--- config.mk ---
export PLATFORM = sky130hd
export DESIGN_NAME = igs_cell_unit
export DESIGN_NICKNAME = d
export VERILOG_FILES = /design/src/rtl/igs_pkg.sv /design/src/rtl/igs_cell_unit.sv
export SDC_FILE = /design/constraint.sdc
export NUM_CORES = 2
export LEC_CHECK = 0
export BUFFER_PORTS_ARGS = -buffer_cell sky130_fd_sc_hd__buf_2
export CAP_MARGIN = 25
export CORE_UTILIZATION = 46
export DETAILED_ROUTE_END_ITERATION = 10
export SLEW_MARGIN = 10
export SYNTH_ARGS = -nofsm -noshare
export SYNTH_HDL_FRONTEND = slang
export SYNTH_SLANG_ARGS = --single-unit
export TNS_END_PERCENT = 100
--- constraint.sdc ---
create_clock -name aclk -period 10.95 [get_ports aclk]
set_input_delay 2.19 -clock aclk [delete_from_list [all_inputs] [get_ports aclk]]
set_output_delay 2.19 -clock aclk [all_outputs]
set_load 0.01 [all_outputs]
--- src/rtl/igs_pkg.sv ---
// Shared types and constants for the implicit 2-D diffusion Gauss-Seidel block.
`default_nettype none
package igs_pkg;

    // operation codes
    localparam logic [1:0] OP_WRITE = 2'd0;
    localparam logic [1:0] OP_READ  = 2'd1;
    localparam logic [1:0] OP_RUN   = 2'd2;

    // register indexes (byte address = 4 * index)
    localparam logic [2:0] REG_COEF_X     = 3'd0;
    localparam logic [2:0] REG_COEF_Y     = 3'd1;
    localparam logic [2:0] REG_TOLERANCE  = 3'd2;
    localparam logic [2:0] REG_MAX_SWEEPS = 3'd3;
    localparam logic [2:0] REG_TIME_STEPS = 3'd4;

    localparam logic [30:0] COEF_X_RST     = 31'd40282095;
    localparam logic [30:0] COEF_Y_RST     = 31'd40282095;
    localparam logic [30:0] TOLERANCE_RST  = 31'd17;
    localparam logic [9:0]  MAX_SWEEPS_RST = 10'd1000;
    localparam logic [9:0]  TIME_STEPS_RST = 10'd100;

    // quotient bits produced by the restoring divider
    localparam int DIV_STEPS = 42;

    typedef struct packed {
        logic [1:0]         operation;
        logic [5:0]         row;
        logic [5:0]         col;
        logic signed [31:0] cell_value;
    } in_item_t;

    typedef struct packed {
        logic signed [31:0] read_value;
        logic [9:0]         sweeps_used;
        logic               converged;
    } out_item_t;

    typedef struct packed {
        logic               start;
        logic signed [32:0] sum_x;
        logic signed [32:0] sum_y;
        logic signed [31:0] prev;
    } cell_req_t;

    typedef struct packed {
        logic               done;
        logic signed [31:0] value;
    } cell_rsp_t;

endpackage
`default_nettype wire

--- src/rtl/igs_cell_unit.sv ---
// Shared multiply and divide unit computing one Gauss-Seidel cell update.
`default_nettype none
module igs_cell_unit (
    input  wire logic              aclk,
    input  wire logic              aresetn,
    input  wire logic [30:0]       coef_x,
    input  wire logic [30:0]       coef_y,
    input  wire igs_pkg::cell_req_t req,
    output igs_pkg::cell_rsp_t     rsp
);
    import igs_pkg::*;

    localparam logic [1:0] U_IDLE = 2'd0;
    localparam logic [1:0] U_MUL  = 2'd1;
    localparam logic [1:0] U_DIV  = 2'd2;
    localparam logic [1:0] U_FIN  = 2'd3;

    logic [1:0]         st_reg;
    logic [5:0]         cnt_reg;
    logic [32:0]        mx_reg, my_reg;
    logic               negx_reg, negy_reg;
    logic signed [31:0] prev_reg;
    logic [47:0]        prod_reg;
    logic [62:0]        px_reg, py_reg;
    logic               neg_reg;
    logic [34:0]        rem_reg;
    logic [41:0]        sh_reg;
    logic signed [31:0] val_reg;
    logic               done_reg;

    logic [30:0]        mul_a;
    logic [16:0]        mul_b;
    logic [63:0]        rx, ry;
    logic [39:0]        tx, ty;
    logic signed [41:0] tx_s, ty_s, num, num_abs;
    logic [33:0]        den;
    logic [34:0]        dvsr;
    logic [66:0]        nume;
    logic [35:0]        trial;
    logic               ge;
    logic signed [31:0] sat;

    always_comb begin
        case (cnt_reg[1:0])
            2'd0:    begin mul_a = coef_x; mul_b = {1'b0, mx_reg[15:0]}; end
            2'd1:    begin mul_a = coef_x; mul_b = mx_reg[32:16]; end
            2'd2:    begin mul_a = coef_y; mul_b = {1'b0, my_reg[15:0]}; end
            default: begin mul_a = coef_y; mul_b = my_reg[32:16]; end
        endcase
    end

    // round products to Q8.24, nearest, ties away from zero (on magnitudes)
    assign rx   = {1'b0, px_reg} + 64'(1 << 23);
    assign ry   = {1'b0, py_reg} + 64'(1 << 23);
    assign tx   = rx[63:24];
    assign ty   = ry[63:24];
    assign tx_s = negx_reg ? -$signed({2'b0, tx}) : $signed({2'b0, tx});
    assign ty_s = negy_reg ? -$signed({2'b0, ty}) : $signed({2'b0, ty});
    assign num  = {{10{prev_reg[31]}}, prev_reg} + tx_s + ty_s;
    assign num_abs = num[41] ? -num : num;

    assign den  = 34'(1 << 24) + {2'b0, coef_x, 1'b0} + {2'b0, coef_y, 1'b0};
    assign dvsr = {den, 1'b0};
    // rounded quotient = floor((m * 2^25 + den) / (2 * den))
    assign nume = {1'b0, num_abs[40:0], 25'b0} + {33'b0, den};

    assign trial = {rem_reg, sh_reg[41]};
    assign ge    = trial >= {1'b0, dvsr};

    always_comb begin
        if (neg_reg) begin
            sat = (sh_reg >= 42'h0_8000_0000) ? 32'sh8000_0000 : -$signed(sh_reg[31:0]);
        end else begin
            sat = (sh_reg > 42'h0_7FFF_FFFF) ? 32'sh7FFF_FFFF : $signed(sh_reg[31:0]);
        end
    end

    always_ff @(posedge aclk) begin
        if (!aresetn) begin
            st_reg   <= U_IDLE;
            cnt_reg  <= '0;
            done_reg <= 1'b0;
        end else begin
            done_reg <= 1'b0;
            case (st_reg)
                U_IDLE: begin
                    if (req.start) begin
                        mx_reg   <= req.sum_x[32] ? 33'(-req.sum_x) : 33'(req.sum_x);
                        my_reg   <= req.sum_y[32] ? 33'(-req.sum_y) : 33'(req.sum_y);
                        negx_reg <= req.sum_x[32];
                        negy_reg <= req.sum_y[32];
                        prev_reg <= req.prev;
                        cnt_reg  <= '0;
                        st_reg   <= U_MUL;
                    end
                end
                U_MUL: begin
                    prod_reg <= {17'b0, mul_a} * {31'b0, mul_b};
                    case (cnt_reg)
                        6'd1:    px_reg <= 63'(prod_reg);
                        6'd2:    px_reg <= px_reg + 63'({prod_reg, 16'b0});
                        6'd3:    py_reg <= 63'(prod_reg);
                        6'd4:    py_reg <= py_reg + 63'({prod_reg, 16'b0});
                        default: ;
                    endcase
                    if (cnt_reg == 6'd5) begin
                        neg_reg <= num[41];
                        rem_reg <= {10'b0, nume[66:42]};
                        sh_reg  <= nume[41:0];
                        cnt_reg <= '0;
                        st_reg  <= U_DIV;
                    end else begin
                        cnt_reg <= cnt_reg + 6'd1;
                    end
                end
                U_DIV: begin
                    rem_reg <= ge ? 35'(trial - {1'b0, dvsr}) : trial[34:0];
                    sh_reg  <= {sh_reg[40:0], ge};
                    if (cnt_reg == 6'(DIV_STEPS - 1)) begin
                        st_reg <= U_FIN;
                    end else begin
                        cnt_reg <= cnt_reg + 6'd1;
                    end
                end
                default: begin
                    val_reg  <= sat;
                    done_reg <= 1'b1;
                    st_reg   <= U_IDLE;
                end
            endcase
        end
    end

    assign rsp.done  = done_reg;
    assign rsp.value = val_reg;

endmodule
`default_nettype wire

==> impl_results.md <==
* Number of max-cap violations at 0
* Clk_skew at between 0.02 and 0.03 ns
* Fin nets at 6,940
* Post-DRT Antenna Nets at 0
* Hold-fix buffers, CTS at 0
* Flop2flop setup slack at ~0.66 ns
* Longest Clk Path Bufs at 3
* Post-synth EDFFs at 352
* Top cells by area, synth: edfxtp_1 21%, fa_1 19%, ha_1 9.3%, nand2_1 5.9%, xnor2_1 5.4%
* Syn nets at roughly 7k
* TNS Setup at 0 ns
* Max FFs per register at 48
* Share of cells above drive strength 1 at roughly 8.6%
* Fmax at between 90 and 100 MHz
* Yosys reg bits at roughly 360
* Dpl cells at roughly 7.3k
* Delay of the slowest cell on the worst path at roughly 0.5 ns
* Die width at 333.3 um
* Top post-synthesis cells by count: 800 x nand2_1, 666 x inv_1, 480 x fa_1
* H-Tree Depth at 2
* Leading area contributor after synthesis: edfxtp_1
* Minimum clock period at around 10 ns
* Top_reg_cell synth: edfxtp_1
* Status: complete, no violations
* WS Path Type: reg2reg
* Cells after synthesis at 5,812
* Util after Layout at between 50 and 60%
* Hpwl dp at around 130 mm
* Vias per Instance at around 5.8
* Area fraction of the dominant cell type after synthesis at 20.94%
* Reg2reg start: py_reg[23]
* DR WL/cell at 21.64 um
* Synth Area per Inst at around 8.7 um2
* Slew Limit Fails at 0
* Clock-pin slew on the worst setup and hold paths at approximately 0.070 ns
* First-pass iteration count of the detailed router at 8
* Slew @ Worst Pin at 1.064 ns
* Starting density of the core at a little under half
* Slowest stage cell, crit path: or3b_2
* Worst r2r path cells at between 40 and 50
* Hold Crit Class: reg2reg
* I/O Pins at between 150 and 200
* Site row count at 121
* Largest net degree at the start of global routing at roughly 80
* Mapped Area at 0.05047 mm2
* Sequential area share after synthesis at between 20% and 30%
* CP required at 11.36 ns
* Worst Path Max Fanout at 11
* All-layer global routing usage at between 20% and 30%
* Gr ovfl total at 0
* Synth warn at 0
* DRC at 0
* # setup viols final at 0
* Vias in the first global route at 41.63k
* Hold Path Sink: rem_reg[1]
* Routed vias at 42.99k
* Sink Count at ~360
* Yosys cell types at 100
* Post-synth ARST share at 0%
* Final wirelength at 159.7 mm
* GPL Wtd Cong at roughly 0.96
* CTS tree: done
* CP delay by family, top: simple AND/OR/NAND/NOR gates
* CP dominant cell by count: a21oi_1
* Layout Cells excl Fill at roughly 7.4k
* Initial antenna violation count at 4
* Worst flop-to-flop path endpoint: rem_reg[22]
* Chip height at 333.3 um
* Worst endpoint data arrival time at approximately 11 ns
* Core area at 0.1089 mm2
* Hold Path Cell Cnt at 2
* Top-count cell post-synth: nand2_1
* Hold Vio Cnt, Final at 0
* TritonCTS Buffers at between 40 and 50
* Area grow syn2layout at 8.800%
* Slew headroom at between 20% and 30%
* Worst skew pair latency at 0.66 ns
* Root buffer cell: clkbuf_16
* Port Buf Inserts at between 150 and 200
* Final period util at 93.94%
* DRT iter0 DRCs at roughly 3.6k
* Critical path buffers and inverters at 3
* Hold_sp: rem_reg[0]
* First-pass GRT wire length at 245.3 mm
* Full die area at roughly 0.11 mm2
* Min Hold Slack at 0.5663 ns
* Worst Setup End Kind: register
* Startpoint types: register
==> through the flow <==
stage,worst slack [ns],cell area (um2)
4_1_cts,0.07148,54690
2_1_floorplan,0.07405,50480
3_5_place_dp,0.1305,53090
3_3_place_gp,0.2034,53040
5_1_grt,-0.01366,54910
6_report,0.6641,54920
==> area by class of cell <==
cell class	count	area (um2)
Sequential cell	361	10750
Clock buffer	54	1245
Clock inverter	37	359.1
Fill cell	10400	53940
Antenna cell	3	7.507
Inverter	671	2519
Timing Repair Buffer	290	1779
Multi-Input combinational cell	4550	36490
Tap cell	1414	1769
==> placed cells by master, fill, tap and decap left out, drive strengths merged, types with 126 or more instances in the layout <==
cell    count
nand2     800
inv       675
fa        480
nor2      394
ha        374
edfxtp    352
o21ai     339
xnor2     311
buf       289
a21oi     249
xor2      163
nand3     138
nor3      126
==> worst reg2reg max path, delay by kind of cell (launching register included) <==
kind                     cells  cell delay (ns)
XOR/XNOR                     2             0.53
AND/OR/NAND/NOR             13             4.09
buffers and inverters        3             0.35
AO/OA/AOI/OAI               18             2.92
adder cells (fa/ha/maj)      4             1.33
multiplexers                 1             0.37
flip-flops                   1             0.46
==> kinds of logic (layout without fill, tap and decap cells) <==
kind of cell	Yosys count	in the layout	synth area share, %
and+or+nand+nor	1996	1996	18.83
muxes	105	105	2.199
AOI/OAI and AO/OA	1121	1121	14.29
DFF	361	361	21.30
other	0	3	0
adders and majority gates	854	854	28.31
xor gates and xnor gates	474	474	8.262
buffers and inverters	901	1052	6.817
==> worst max-delay path by stage <==
stage / end / from / slack (ns) / cells after the start
finish: rem_reg[22] / py_reg[23] / 0.66 / 41
global route: rem_reg[22] / py_reg[29] / -0.01 / 44
CTS: rem_reg[22] / py_reg[23] / 0.07 / 43
detailed placement: rem_reg[22] / py_reg[23] / 0.13 / 43
global placement: rem_reg[22] / py_reg[23] / 0.20 / 46
floorplan: rem_reg[22] / py_reg[26] / 0.07 / 51
==> metal layers <==
layer  wire length, um  GRT usage, %
met5                 0             0
met4              5511         9.736
met3              9183         2.896
met2             74270         46.74
met1             70730         39.59
==> repair_timing <==
action,CTS,global route
gates resized for setup,0,17
setup endpoints to repair,0,28
buffers inserted,0,9
Power is not shown: default switching activity piles up to over one toggle a cycle in this logic, so the estimate is an artifact.
